[src/design/ridf_pkg.sv]
// Package for the recent-identifier duplicate filter.
// Holds field widths, item kind codes and the sequencer state type.
`timescale 1ns / 1ps
package ridf_pkg;
  localparam int unsigned IdWidth  = 64;
  localparam int unsigned CfgWidth = 7;

  typedef enum logic [0:0] {
    KIND_ADD    = 1'b0,
    KIND_LOOKUP = 1'b1
  } kind_t;

  typedef enum logic [1:0] {
    ST_IDLE,
    ST_SCAN,
    ST_DONE
  } state_t;
endpackage

[src/design/ridf_if.sv]
// Valid/ready channel interfaces for the duplicate filter.
// Depends on ridf_pkg for field widths.
`timescale 1ns / 1ps
interface ridf_in_if;
  logic                          valid;
  logic                          ready;
  logic                          kind;
  logic [ridf_pkg::IdWidth-1:0]  session_number;
  modport source (output valid, kind, session_number, input ready);
  modport sink   (input valid, kind, session_number, output ready);
endinterface

interface ridf_out_if;
  logic valid;
  logic ready;
  logic was_present;
  logic accepted;
  modport source (output valid, was_present, accepted, input ready);
  modport sink   (input valid, was_present, accepted, output ready);
endinterface

interface ridf_cfg_if;
  logic                          valid;
  logic                          ready;
  logic [ridf_pkg::CfgWidth-1:0] data;
  modport source (output valid, data, input ready);
  modport sink   (input valid, data, output ready);
endinterface

[src/design/ridf_ram.sv]
// Generic single-port-write, single-read RAM with registered read data.
// No dependencies.
`timescale 1ns / 1ps
module ridf_ram #(
  parameter int unsigned Width = 64,
  parameter int unsigned Depth = 64
) (
  input  logic                             clk,
  input  logic                             wr_en,
  input  logic [$clog2(Depth > 1 ? Depth : 2)-1:0] wr_addr,
  input  logic [Width-1:0]                 wr_data,
  input  logic [$clog2(Depth > 1 ? Depth : 2)-1:0] rd_addr,
  output logic [Width-1:0]                 rd_data
);
  logic [Width-1:0] mem [Depth];

  // Write port and registered read port
  always_ff @(posedge clk) begin
    if (wr_en) begin
      mem[wr_addr] <= wr_data;
    end
    rd_data <= mem[rd_addr];
  end
endmodule

[src/design/recent_id_duplicate_filter.sv]
// Rate: an item is accepted, scanned against the n remembered identifiers
// (0 up to the window) one entry per cycle through the single read port of
// the history RAM, then resolved. The next item is accepted only after the
// previous one has left the done state.
// Results sit in an output register, so the next item starts while an
// earlier result waits. A finished item holds in the done state, and the
// input stalls, while that register is still full. Writing the window
// register clears the history at once (fill count reset) and takes effect
// on the next item.
// Depends on ridf_pkg, ridf_if and ridf_ram.
`timescale 1ns / 1ps
module recent_id_duplicate_filter #(
  parameter int unsigned HISTORY_DEPTH = 64
) (
  input logic      clk,
  input logic      rst,
  ridf_cfg_if.sink cfg,
  ridf_in_if.sink  in_ch,
  ridf_out_if.source out_ch
);
  localparam int unsigned AW = $clog2(HISTORY_DEPTH > 1 ? HISTORY_DEPTH : 2);
  localparam int unsigned CW = $clog2(HISTORY_DEPTH + 1);

  ridf_pkg::state_t state, state_next;

  logic [ridf_pkg::CfgWidth-1:0] window_count;
  logic [CW-1:0] eff_win;
  logic [AW-1:0] write_slot;
  logic          window_filled;
  logic          item_kind;
  logic [ridf_pkg::IdWidth-1:0] item_id;
  logic [CW-1:0] scan_idx;
  logic [CW-1:0] valid_cnt;
  logic          rd_pend;
  logic          hit;
  logic [ridf_pkg::IdWidth-1:0] rd_data;
  logic          wr_en;
  logic          take_in;
  logic          out_free;

  // Clamp the window to [1, depth]
  always_comb begin
    if (window_count == '0) begin
      eff_win = CW'(1);
    end else if (32'(window_count) > HISTORY_DEPTH) begin
      eff_win = CW'(HISTORY_DEPTH);
    end else begin
      eff_win = CW'(window_count);
    end
  end

  assign valid_cnt = window_filled ? eff_win : CW'(write_slot);
  assign cfg.ready = (state == ridf_pkg::ST_IDLE);
  assign out_free  = !out_ch.valid || out_ch.ready;
  assign take_in   = in_ch.valid && in_ch.ready;
  assign wr_en     = (state == ridf_pkg::ST_DONE) && out_free && !hit &&
                     (item_kind == ridf_pkg::KIND_ADD);

  ridf_ram #(.Width(ridf_pkg::IdWidth), .Depth(HISTORY_DEPTH)) u_hist (
    .clk     (clk),
    .wr_en   (wr_en),
    .wr_addr (write_slot),
    .wr_data (item_id),
    .rd_addr (scan_idx[AW-1:0]),
    .rd_data (rd_data)
  );

  // Next state
  always_comb begin
    state_next = state;
    case (state)
      ridf_pkg::ST_IDLE: if (take_in) state_next = ridf_pkg::ST_SCAN;
      ridf_pkg::ST_SCAN: if (scan_idx >= valid_cnt && !rd_pend)
        state_next = ridf_pkg::ST_DONE;
      ridf_pkg::ST_DONE: if (out_free) state_next = ridf_pkg::ST_IDLE;
      default: state_next = ridf_pkg::ST_IDLE;
    endcase
  end

  // Outputs of the sequencer
  always_comb begin
    in_ch.ready = (state == ridf_pkg::ST_IDLE) && !cfg.valid;
  end

  // Sequencer, scan and state update
  always_ff @(posedge clk) begin
    if (rst) begin
      state         <= ridf_pkg::ST_IDLE;
      window_count  <= ridf_pkg::CfgWidth'(64);
      write_slot    <= '0;
      window_filled <= 1'b0;
      out_ch.valid  <= 1'b0;
      rd_pend       <= 1'b0;
      scan_idx      <= '0;
      hit           <= 1'b0;
    end else begin
      state <= state_next;
      // Load the output register from the done state, drop it on handoff
      if (state == ridf_pkg::ST_DONE && out_free) begin
        out_ch.valid <= 1'b1;
      end else if (out_ch.ready) begin
        out_ch.valid <= 1'b0;
      end
      if (cfg.valid && cfg.ready) begin
        window_count  <= cfg.data;
        write_slot    <= '0;
        window_filled <= 1'b0;
      end
      case (state)
        ridf_pkg::ST_IDLE: begin
          scan_idx <= '0;
          rd_pend  <= 1'b0;
          hit      <= 1'b0;
        end
        ridf_pkg::ST_SCAN: begin
          // Issue one read a cycle, compare the data of the last one
          if (rd_pend && rd_data == item_id) hit <= 1'b1;
          if (scan_idx < valid_cnt) begin
            scan_idx <= scan_idx + CW'(1);
            rd_pend  <= 1'b1;
          end else begin
            rd_pend <= 1'b0;
          end
        end
        ridf_pkg::ST_DONE: begin
          if (out_free) begin
            out_ch.was_present <= hit;
            out_ch.accepted    <= wr_en;
            if (wr_en) begin
              if (CW'(write_slot) + CW'(1) >= eff_win) begin
                write_slot    <= '0;
                window_filled <= 1'b1;
              end else begin
                write_slot <= write_slot + AW'(1);
              end
            end
          end
        end
        default: ;
      endcase
    end
  end

  // Capture the item
  always_ff @(posedge clk) begin
    if (take_in) begin
      item_kind <= in_ch.kind;
      item_id   <= in_ch.session_number;
    end
  end

  a_no_store_on_lookup: assert property (@(posedge clk) disable iff (rst)
    wr_en |-> item_kind == ridf_pkg::KIND_ADD && !hit)
    else $error("store on lookup or duplicate");
  a_accept_not_dup: assert property (@(posedge clk) disable iff (rst)
    out_ch.valid |-> !(out_ch.accepted && out_ch.was_present))
    else $error("accepted duplicate");
  a_slot_in_window: assert property (@(posedge clk) disable iff (rst)
    CW'(write_slot) < eff_win || window_filled == 1'b0)
    else $error("write slot beyond window");
endmodule
[src/flat_wrapper.sv]
// flat-port wrapper written by rule: the top's interface ports become plain ports
module recent_id_duplicate_filter_flat 
#(
  parameter int unsigned HISTORY_DEPTH = 64
)
  (clk, rst, cfg_valid, cfg_data, cfg_ready, in_ch_valid, in_ch_kind, in_ch_session_number, in_ch_ready, out_ch_valid, out_ch_was_present, out_ch_accepted, out_ch_ready);
  ridf_cfg_if cfg_i ();
  ridf_in_if in_ch_i ();
  ridf_out_if out_ch_i ();
  input logic clk;
  input logic rst;
  input wire logic [$bits(cfg_i.valid)-1:0] cfg_valid;
  input wire logic [$bits(cfg_i.data)-1:0] cfg_data;
  output wire logic [$bits(cfg_i.ready)-1:0] cfg_ready;
  input wire logic [$bits(in_ch_i.valid)-1:0] in_ch_valid;
  input wire logic [$bits(in_ch_i.kind)-1:0] in_ch_kind;
  input wire logic [$bits(in_ch_i.session_number)-1:0] in_ch_session_number;
  output wire logic [$bits(in_ch_i.ready)-1:0] in_ch_ready;
  output wire logic [$bits(out_ch_i.valid)-1:0] out_ch_valid;
  output wire logic [$bits(out_ch_i.was_present)-1:0] out_ch_was_present;
  output wire logic [$bits(out_ch_i.accepted)-1:0] out_ch_accepted;
  input wire logic [$bits(out_ch_i.ready)-1:0] out_ch_ready;
  assign cfg_i.valid = cfg_valid;
  assign cfg_i.data = cfg_data;
  assign cfg_ready = cfg_i.ready;
  assign in_ch_i.valid = in_ch_valid;
  assign in_ch_i.kind = in_ch_kind;
  assign in_ch_i.session_number = in_ch_session_number;
  assign in_ch_ready = in_ch_i.ready;
  assign out_ch_valid = out_ch_i.valid;
  assign out_ch_was_present = out_ch_i.was_present;
  assign out_ch_accepted = out_ch_i.accepted;
  assign out_ch_i.ready = out_ch_ready;
  recent_id_duplicate_filter #(.HISTORY_DEPTH(HISTORY_DEPTH)) u_core (.clk(clk), .rst(rst), .cfg(cfg_i), .in_ch(in_ch_i), .out_ch(out_ch_i));
endmodule
[config.mk]
export PLATFORM = sky130hd
export DESIGN_NAME = recent_id_duplicate_filter_flat
export DESIGN_NICKNAME = d
export VERILOG_FILES = /design/src/design/ridf_pkg.sv /design/src/design/ridf_if.sv /design/src/design/ridf_ram.sv /design/src/design/recent_id_duplicate_filter.sv /design/src/flat_wrapper.sv
export SDC_FILE = /design/constraint.sdc
export NUM_CORES = 2
export LEC_CHECK = 0
export BUFFER_PORTS_ARGS = -buffer_cell sky130_fd_sc_hd__buf_2
export CORE_MARGIN = 1
export CORE_UTILIZATION = 50
export DETAILED_ROUTE_END_ITERATION = 7
export PLACE_DENSITY = 0.73
export SLEW_MARGIN = 25
export SYNTH_ARGS = -nofsm -noshare
export SYNTH_HDL_FRONTEND = slang
export SYNTH_HIERARCHICAL = 1
export SYNTH_SLANG_ARGS = --single-unit
[constraint.sdc]
create_clock -name clk -period 7.3 [get_ports clk]
set_clock_uncertainty 0.2 [all_clocks]
set_input_delay 0.365 -clock clk [delete_from_list [all_inputs] [get_ports clk]]
set_output_delay 0.365 -clock clk [all_outputs]
set_load 0.005 [all_outputs]
* Word-level counts from Yosys, hierarchy flattened
Memory sizes are Yosys's and may differ from the RTL's. A register that Yosys moved wholly into a read port is not among the register bits.
Cells that the tools add are included.
** Word-level totals
- Flip-flop bits (word level) :: 93
- Word-level logic and storage cells :: 78
- Memories :: 1
- RAM bits :: 4096
- Input port bits :: 77
- Output and inout port bits :: 5
- Bits in read-only memories :: 0
- Bits in latches :: 0
** Cells by class
- Bitwise gates (word level) :: 2
- Muxes and demuxes :: 27
- Multipliers :: 0
- Divide/modulo/power cells :: 0
- $lt $le $gt $ge :: 4
- Equality and inequality tests :: 8
- $add $sub $neg :: 3
- Reductions and logical operators :: 21
- Shift operators :: 0
** Memories
- u_core.u_hist.mem :: words 64, bits a word 64, read ports 1, clocked after Yosys merged registers in 1, write ports 1, line ridf_ram.sv:15 : logic [Width-1:0] mem [Depth];
** Operators with widths (count)
- equality test 64 bit :: 1
- two-way mux 6 bit :: 5
- two-way mux 7 bit :: 4
- >= comparator 7 bit :: 2
- case mux 7 bit (2 select lines) :: 1
- two-way mux 1 bit :: 11
- logical AND 1 bit :: 8
- inequality test 2 x 1 -> 1 bit, second input constant :: 4
- adder 6 x 1 -> 7 bit, second input constant :: 1
- adder 7 x 1 -> 7 bit, second input constant :: 1
- greater-than comparator 7 bit, second input constant :: 1
- logical NOT 7 bit :: 1
- less-than comparator 7 bit :: 1
- adder 6 x 1 -> 6 bit, second input constant :: 1
- two-way mux 2 bit :: 3
- case mux 2 bit (3 select lines) :: 1
- AND reduction 3 bit :: 2
- logical NOT 1 bit :: 4
- case mux 1 bit (2 select lines) :: 2
- AND reduction 2 bit :: 2
- nonzero test 2 bit :: 2
- equality test 2 x 1 -> 1 bit, second input constant :: 1
- equality test 2 bit, second input constant :: 1
- logical NOT 2 bit :: 1
- 3 further kinds :: 4

* Logic depth before layout (Yosys ltp)
- Depth in word-level cells :: 8
- Depth in mapped cells :: 12
- Mapped depth without buffers :: 11

* Hierarchy
The synthesis kept the hierarchy.
** Modules (own cells, without submodules)
- ridf_ram :: cells an instance 6598, area an instance 156348.7 um2, sequential area each 124279.2 um2, times used 1
- recent_id_duplicate_filter :: cells an instance 347, area an instance 4315.4 um2, sequential area each 2532.4 um2, times used 1

* Worst setup path before layout
OpenSTA, ideal clock, no wires.
- Kind :: reg-to-reg
- From :: register u_core.state[0]
- To :: memory u_core.u_hist.mem[49][0], enable pin
- Required time :: 6.536 ns
- Setup slack :: 0.804 ns
- Arrival time :: 5.732 ns
- Clock period less this slack :: 6.496 ns
- Cell stages (with the launch flop) :: 7
- Path through :: dfxtp_1 nand2b_1 nand2b_4 or3_4 inv_1 nand4_1 nor3_1
** Between the ends
- Longest elaborated chain between the ends :: 6
** Ends and longest elaborated chain
- start, declared :: line recent_id_duplicate_filter.sv:24 : ridf_pkg::state_t state, state_next;
- start signal, assigned :: line recent_id_duplicate_filter.sv:88 : state <= ridf_pkg::ST_IDLE;
- start signal, assigned :: line recent_id_duplicate_filter.sv:97 : state <= state_next;
- equality test 2 bit :: line recent_id_duplicate_filter.sv:56 : assign wr_en = (state == ridf_pkg::ST_DONE) && out_free && !hit &&
- logical AND 1 bit (3 in a row) :: line recent_id_duplicate_filter.sv:56
- net u_core.wr_en :: line recent_id_duplicate_filter.sv:37 : logic wr_en;
- two-way mux 1 bit :: line ridf_ram.sv:19 : if (wr_en) begin
- two-way mux 1 bit (implied by the code) :: line ridf_ram.sv:20 : mem[wr_addr] <= wr_data;
- end, declared :: line ridf_ram.sv:15
The timed path passes the listed nets, and every way through them passes these cells.

* Final worst setup path
- From :: register u_core.state[0]
- To :: memory u_core.u_hist.mem[30][14], enable pin
Same word-level chain as after synthesis.

==> impl_summary.md <==
Synthesis
The number of flops mapped to enable cells by yosys is between 4000 and 5000. In this run, synthesis produced a sequential element count of between 4000 and 5000. The post-synthesis instance area is 161000 µm². The post-synthesis cell type count is just under 60. Synthesis produced a netlist whose cell count is ~7000. The post-synthesis average cell area is approximately 23 µm². Synthesis produced a netlist with a net count of 7038. The fraction of synthesis flops using an asynchronous set or reset pin is 0%. The number of warning messages in the yosys log is 6.

For this run, the leading register cell type out of synthesis is sky130_fd_sc_hd__edfxtp_1. The post-synthesis sequential area ratio is 78.9%.

Power
The largest vdd supply drop is 0.251 mV. In this run the power density over the cells is roughly 270 nW/µm². The leakage power of the design is around 0.055 µW.

Placed design
Summed over all nets, the half-perimeter wirelength after detailed placement is 241000 µm. The congestion estimate from routability-driven global placement came to just under 0.9. The number of buffer cells added on primary ports is 81. The post-placement cell area is 168000 µm². The worst slack at placement is 2690 ps.

Clock network
TritonCTS built the clock tree. The maximum level of the CTS H-tree is 5. The number of resized instances in the post-cts repair step is 0. The root cell of the clock tree is sky130_fd_sc_hd__clkbuf_16.

The number of hold-repair buffers added at the cts stage is 150. The number of buffers on the longest clock path is 4. TritonCTS created approximately 410 clock buffers. The worst-skew pair later-pin latency is ~980 ps. After clock tree synthesis, the setup repair step added 0 buffers.

After clock tree synthesis, the clock-pin slew on the worst setup and hold paths is ~60 ps. The tree built by TritonCTS fans out to approximately 4300 sinks.

Global routing
The via count of the first global-routing pass was 79600. The number of antenna violations at the first check in global routing was 24. The first global-routing pass estimated around 600000 µm of wire. The global-route congestion overflow total is 0. In the global route stage, overall resource usage came out at between 20% and 30%. Entering global routing, the biggest net connects around 140 pins.

STA
The share of the clock period used by the worst path is roughly 65%. At the pin with the least slew margin, the transition time is 1230 ps. The final total negative setup slack is 0 ps.

The number of pins with negative max-slew slack in the final report came to 0. The count of endpoints failing hold in the final timing report is 0. For this run, the top clock speed supported by timing is 211 MHz.

The minimum setup slack in the final design is roughly 2600 ps. In this run the tightest slew margin relative to its limit is a little under a fifth. The worst path in the final design needs a cycle of 4740 ps, including I/O delays and setup. Setup repair after global routing left no endpoint under its margin.

Setup violations remaining at the end of the flow were counted as 0.

Finish
The post-route netlist has 27.2% of its cells at a drive strength greater than 1. The finished cells cover 183000 µm². The area growth from synthesis to layout is 14.0%. At the end of the flow, the number of nets in the layout was between 7000 and 8000.

Flow run
The count of maximum capacitance violations is 0.

Floorplanning
The area inside the core boundary is 319000 µm². The die height is 569 µm. The floorplan die area is 324000 µm². The number of top-level pins is between 80 and 90.

The floorplan has just over 200 rows. For this configuration, the core starts out at a cell density of between 50% and 60%. Measured along the x axis, the die boundary spans ~570 µm.

Route
The number of DRC violations after detailed-routing iteration 0 is ~12000. For this block, the routed nets add up to roughly 430000 µm of wire. In the routed layout, each cell is associated on average with a via count of about 6.6.

The number of nets with antenna violations after detailed routing is 0. The first detailed-routing pass took 6 iterations. The total number of vias is 79600.

After detailed routing, the average wire length per cell comes to between 30 and 40 µm. The final routed DRC violation total is 0.

Status
The flow ran to the end, and the final reports show no timing, DRC or antenna violations.

Critical path
In this run the worst path has a maximum fanout of 35. The critical path data arrival time is about 5100 ps. The required time at the worst-slack endpoint is between 7000 and 8000 ps. The category of the most critical setup path is register to register.

The nature of the critical path startpoint is a register. The worst setup path is captured at a register.

Min path
The type of the tightest min-delay check is primary input to register.
[layout make-up]
class                      instances  area (µm²)
tap                             4284        5360
sequential                      4253      127000
inverter                          26         100
fill                           22000      136000
multi-input combinational       2289       32500
timing repair buffer             504        4370
clock buffer                     499       10900
antenna                           12        30.0
clock inverter                   255        3120
[cell usage after synthesis (all sizes together), types with 30 or more instances]
| cell | number | area share [%] |
|---|---|---|
| a211oi | 63 | 0.29 |
| a22o | 92 | 0.50 |
| a22oi | 169 | 0.79 |
| and3 | 64 | 0.25 |
| buf | 235 | 0.80 |
| clkbuf | 142 | 0.33 |
| dfxtp | 90 | 1.1 |
| edfxtp | 4163 | 78 |
| mux2i | 136 | 0.85 |
| mux4 | 1024 | 14 |
| nand2 | 87 | 0.20 |
| nand3 | 54 | 0.17 |
| nor2 | 126 | 0.29 |
| nor2b | 35 | 0.14 |
| o221ai | 39 | 0.21 |
| o22ai | 83 | 0.32 |
| or2 | 30 | 0.12 |
| or3 | 34 | 0.14 |
| xnor2 | 34 | 0.19 |
| xor2 | 34 | 0.19 |
[flip-flops by register name (all words and copies together) (netlist names)]
| name | flops |
|---|---|
| u_core/hit | 1 |
| u_core/item_id | 64 |
| u_core/item_kind | 1 |
| u_core/out_ch.accepted | 1 |
| u_core/out_ch.valid | 1 |
| u_core/out_ch.was_present | 1 |
| u_core/rd_pend | 1 |
| u_core/scan_idx | 7 |
| u_core/state | 2 |
| u_core/u_hist/mem | 4096 |
| u_core/u_hist/rd_data | 64 |
| u_core/window_count | 7 |
| u_core/window_filled | 1 |
| u_core/write_slot | 6 |
[worst max-delay path, stage by stage, from the launching register on]
cell and delay, ps:
sky130_fd_sc_hd__dfxtp_1 340, sky130_fd_sc_hd__nand2b_1 220, sky130_fd_sc_hd__nand2b_4 180, sky130_fd_sc_hd__or3_4 360, sky130_fd_sc_hd__inv_1 290, sky130_fd_sc_hd__nor2b_1 340
sky130_fd_sc_hd__nand3_1 620, sky130_fd_sc_hd__nor2_4 390, sky130_fd_sc_hd__buf_4 520, sky130_fd_sc_hd__buf_4 720
[final timing paths]
path                                                   start                                   to  slack [ps]  depth (start not counted)
worst max-delay path            u_core/state[0]$_SDFFE_PP0P_  u_core/u_hist/mem[30][14]$_DFFE_PP_        2560                          9
worst min-delay path                in_ch_session_number[21]         u_core/item_id[21]$_DFFE_PP_          30                          2
worst max register to register  u_core/state[0]$_SDFFE_PP0P_  u_core/u_hist/mem[30][14]$_DFFE_PP_        2560                          9
worst min register to register       u_core/hit$_SDFFE_PP0P_  u_core/out_ch.was_present$_DFFE_PP_         320                          0
[routing by layer]
layer | wire length [µm] | track usage (%) | part of all wire (%)
met1 | 151000 | 35.3 | 35
met2 | 200000 | 40.7 | 46
met3 | 58500 | 8.18 | 14
met4 | 21200 | 11.4 | 4.9
met5 | 81 | 0 | 0.019
[cell usage in the layout, fill, tap and decap left out, types with 34 or more instances in the layout]
master | synthesis | final
sky130_fd_sc_hd__clkbuf_16 | 0 | 412
sky130_fd_sc_hd__dlygate4sd3_1 | 0 | 150
sky130_fd_sc_hd__mux2i_1 | 136 | 136
sky130_fd_sc_hd__nand3_1 | 54 | 54
sky130_fd_sc_hd__bufinv_16 | 0 | 58
sky130_fd_sc_hd__nor2_1 | 126 | 61
sky130_fd_sc_hd__buf_2 | 171 | 81
sky130_fd_sc_hd__buf_4 | 34 | 240
sky130_fd_sc_hd__dfxtp_1 | 90 | 86
sky130_fd_sc_hd__a22o_1 | 92 | 92
sky130_fd_sc_hd__mux4_2 | 1024 | 1024
sky130_fd_sc_hd__edfxtp_1 | 4163 | 4163
sky130_fd_sc_hd__clkbuf_1 | 142 | 64
sky130_fd_sc_hd__clkinv_1 | 0 | 69
sky130_fd_sc_hd__nor2_4 | 0 | 64
sky130_fd_sc_hd__nand2_1 | 87 | 85
sky130_fd_sc_hd__a22oi_1 | 169 | 169
sky130_fd_sc_hd__and3_1 | 64 | 64
sky130_fd_sc_hd__xnor2_1 | 34 | 34
sky130_fd_sc_hd__o22ai_1 | 83 | 83
sky130_fd_sc_hd__a211oi_1 | 63 | 62
sky130_fd_sc_hd__clkinv_2 | 0 | 80
sky130_fd_sc_hd__o221ai_1 | 39 | 39
[per-stage QoR]
stage	util [%]	hold WS (ps)	power (µW)	cells
after global routing	57.4	15.3	50200	12100
final	57.5	29.5	49200	12100
after global placement	52.5	251	27700	11200
after CTS	57.4	5.52	49300	12100
after floorplan	-	232	27500	6945
after detailed placement	52.6	262	27800	11200
[kinds of logic (layout without fill, tap and decap cells)]
logic type                 after synthesis  count (layout)  share of synthesized area, %
and+or+nand+nor                        496             496                          1.58
buffers and inverters                  403            1284                          1.20
other                                    0              12                             0
DFF                                   4253            4253                          78.9
xor gates and xnor gates                68              68                         0.371
AOI/OAI and AO/OA                      548             548                          2.59
adders and majority gates               16              16                         0.125
muxes                                 1161            1161                          15.2
[where the power goes]
group | switching, µW | total (µW) | internal (µW)
Clock | 9170 | 21900 | 12700
Combinational | 440 | 557 | 118
Sequential | 33.4 | 26800 | 26700
(Power assumes the default switching activity.)
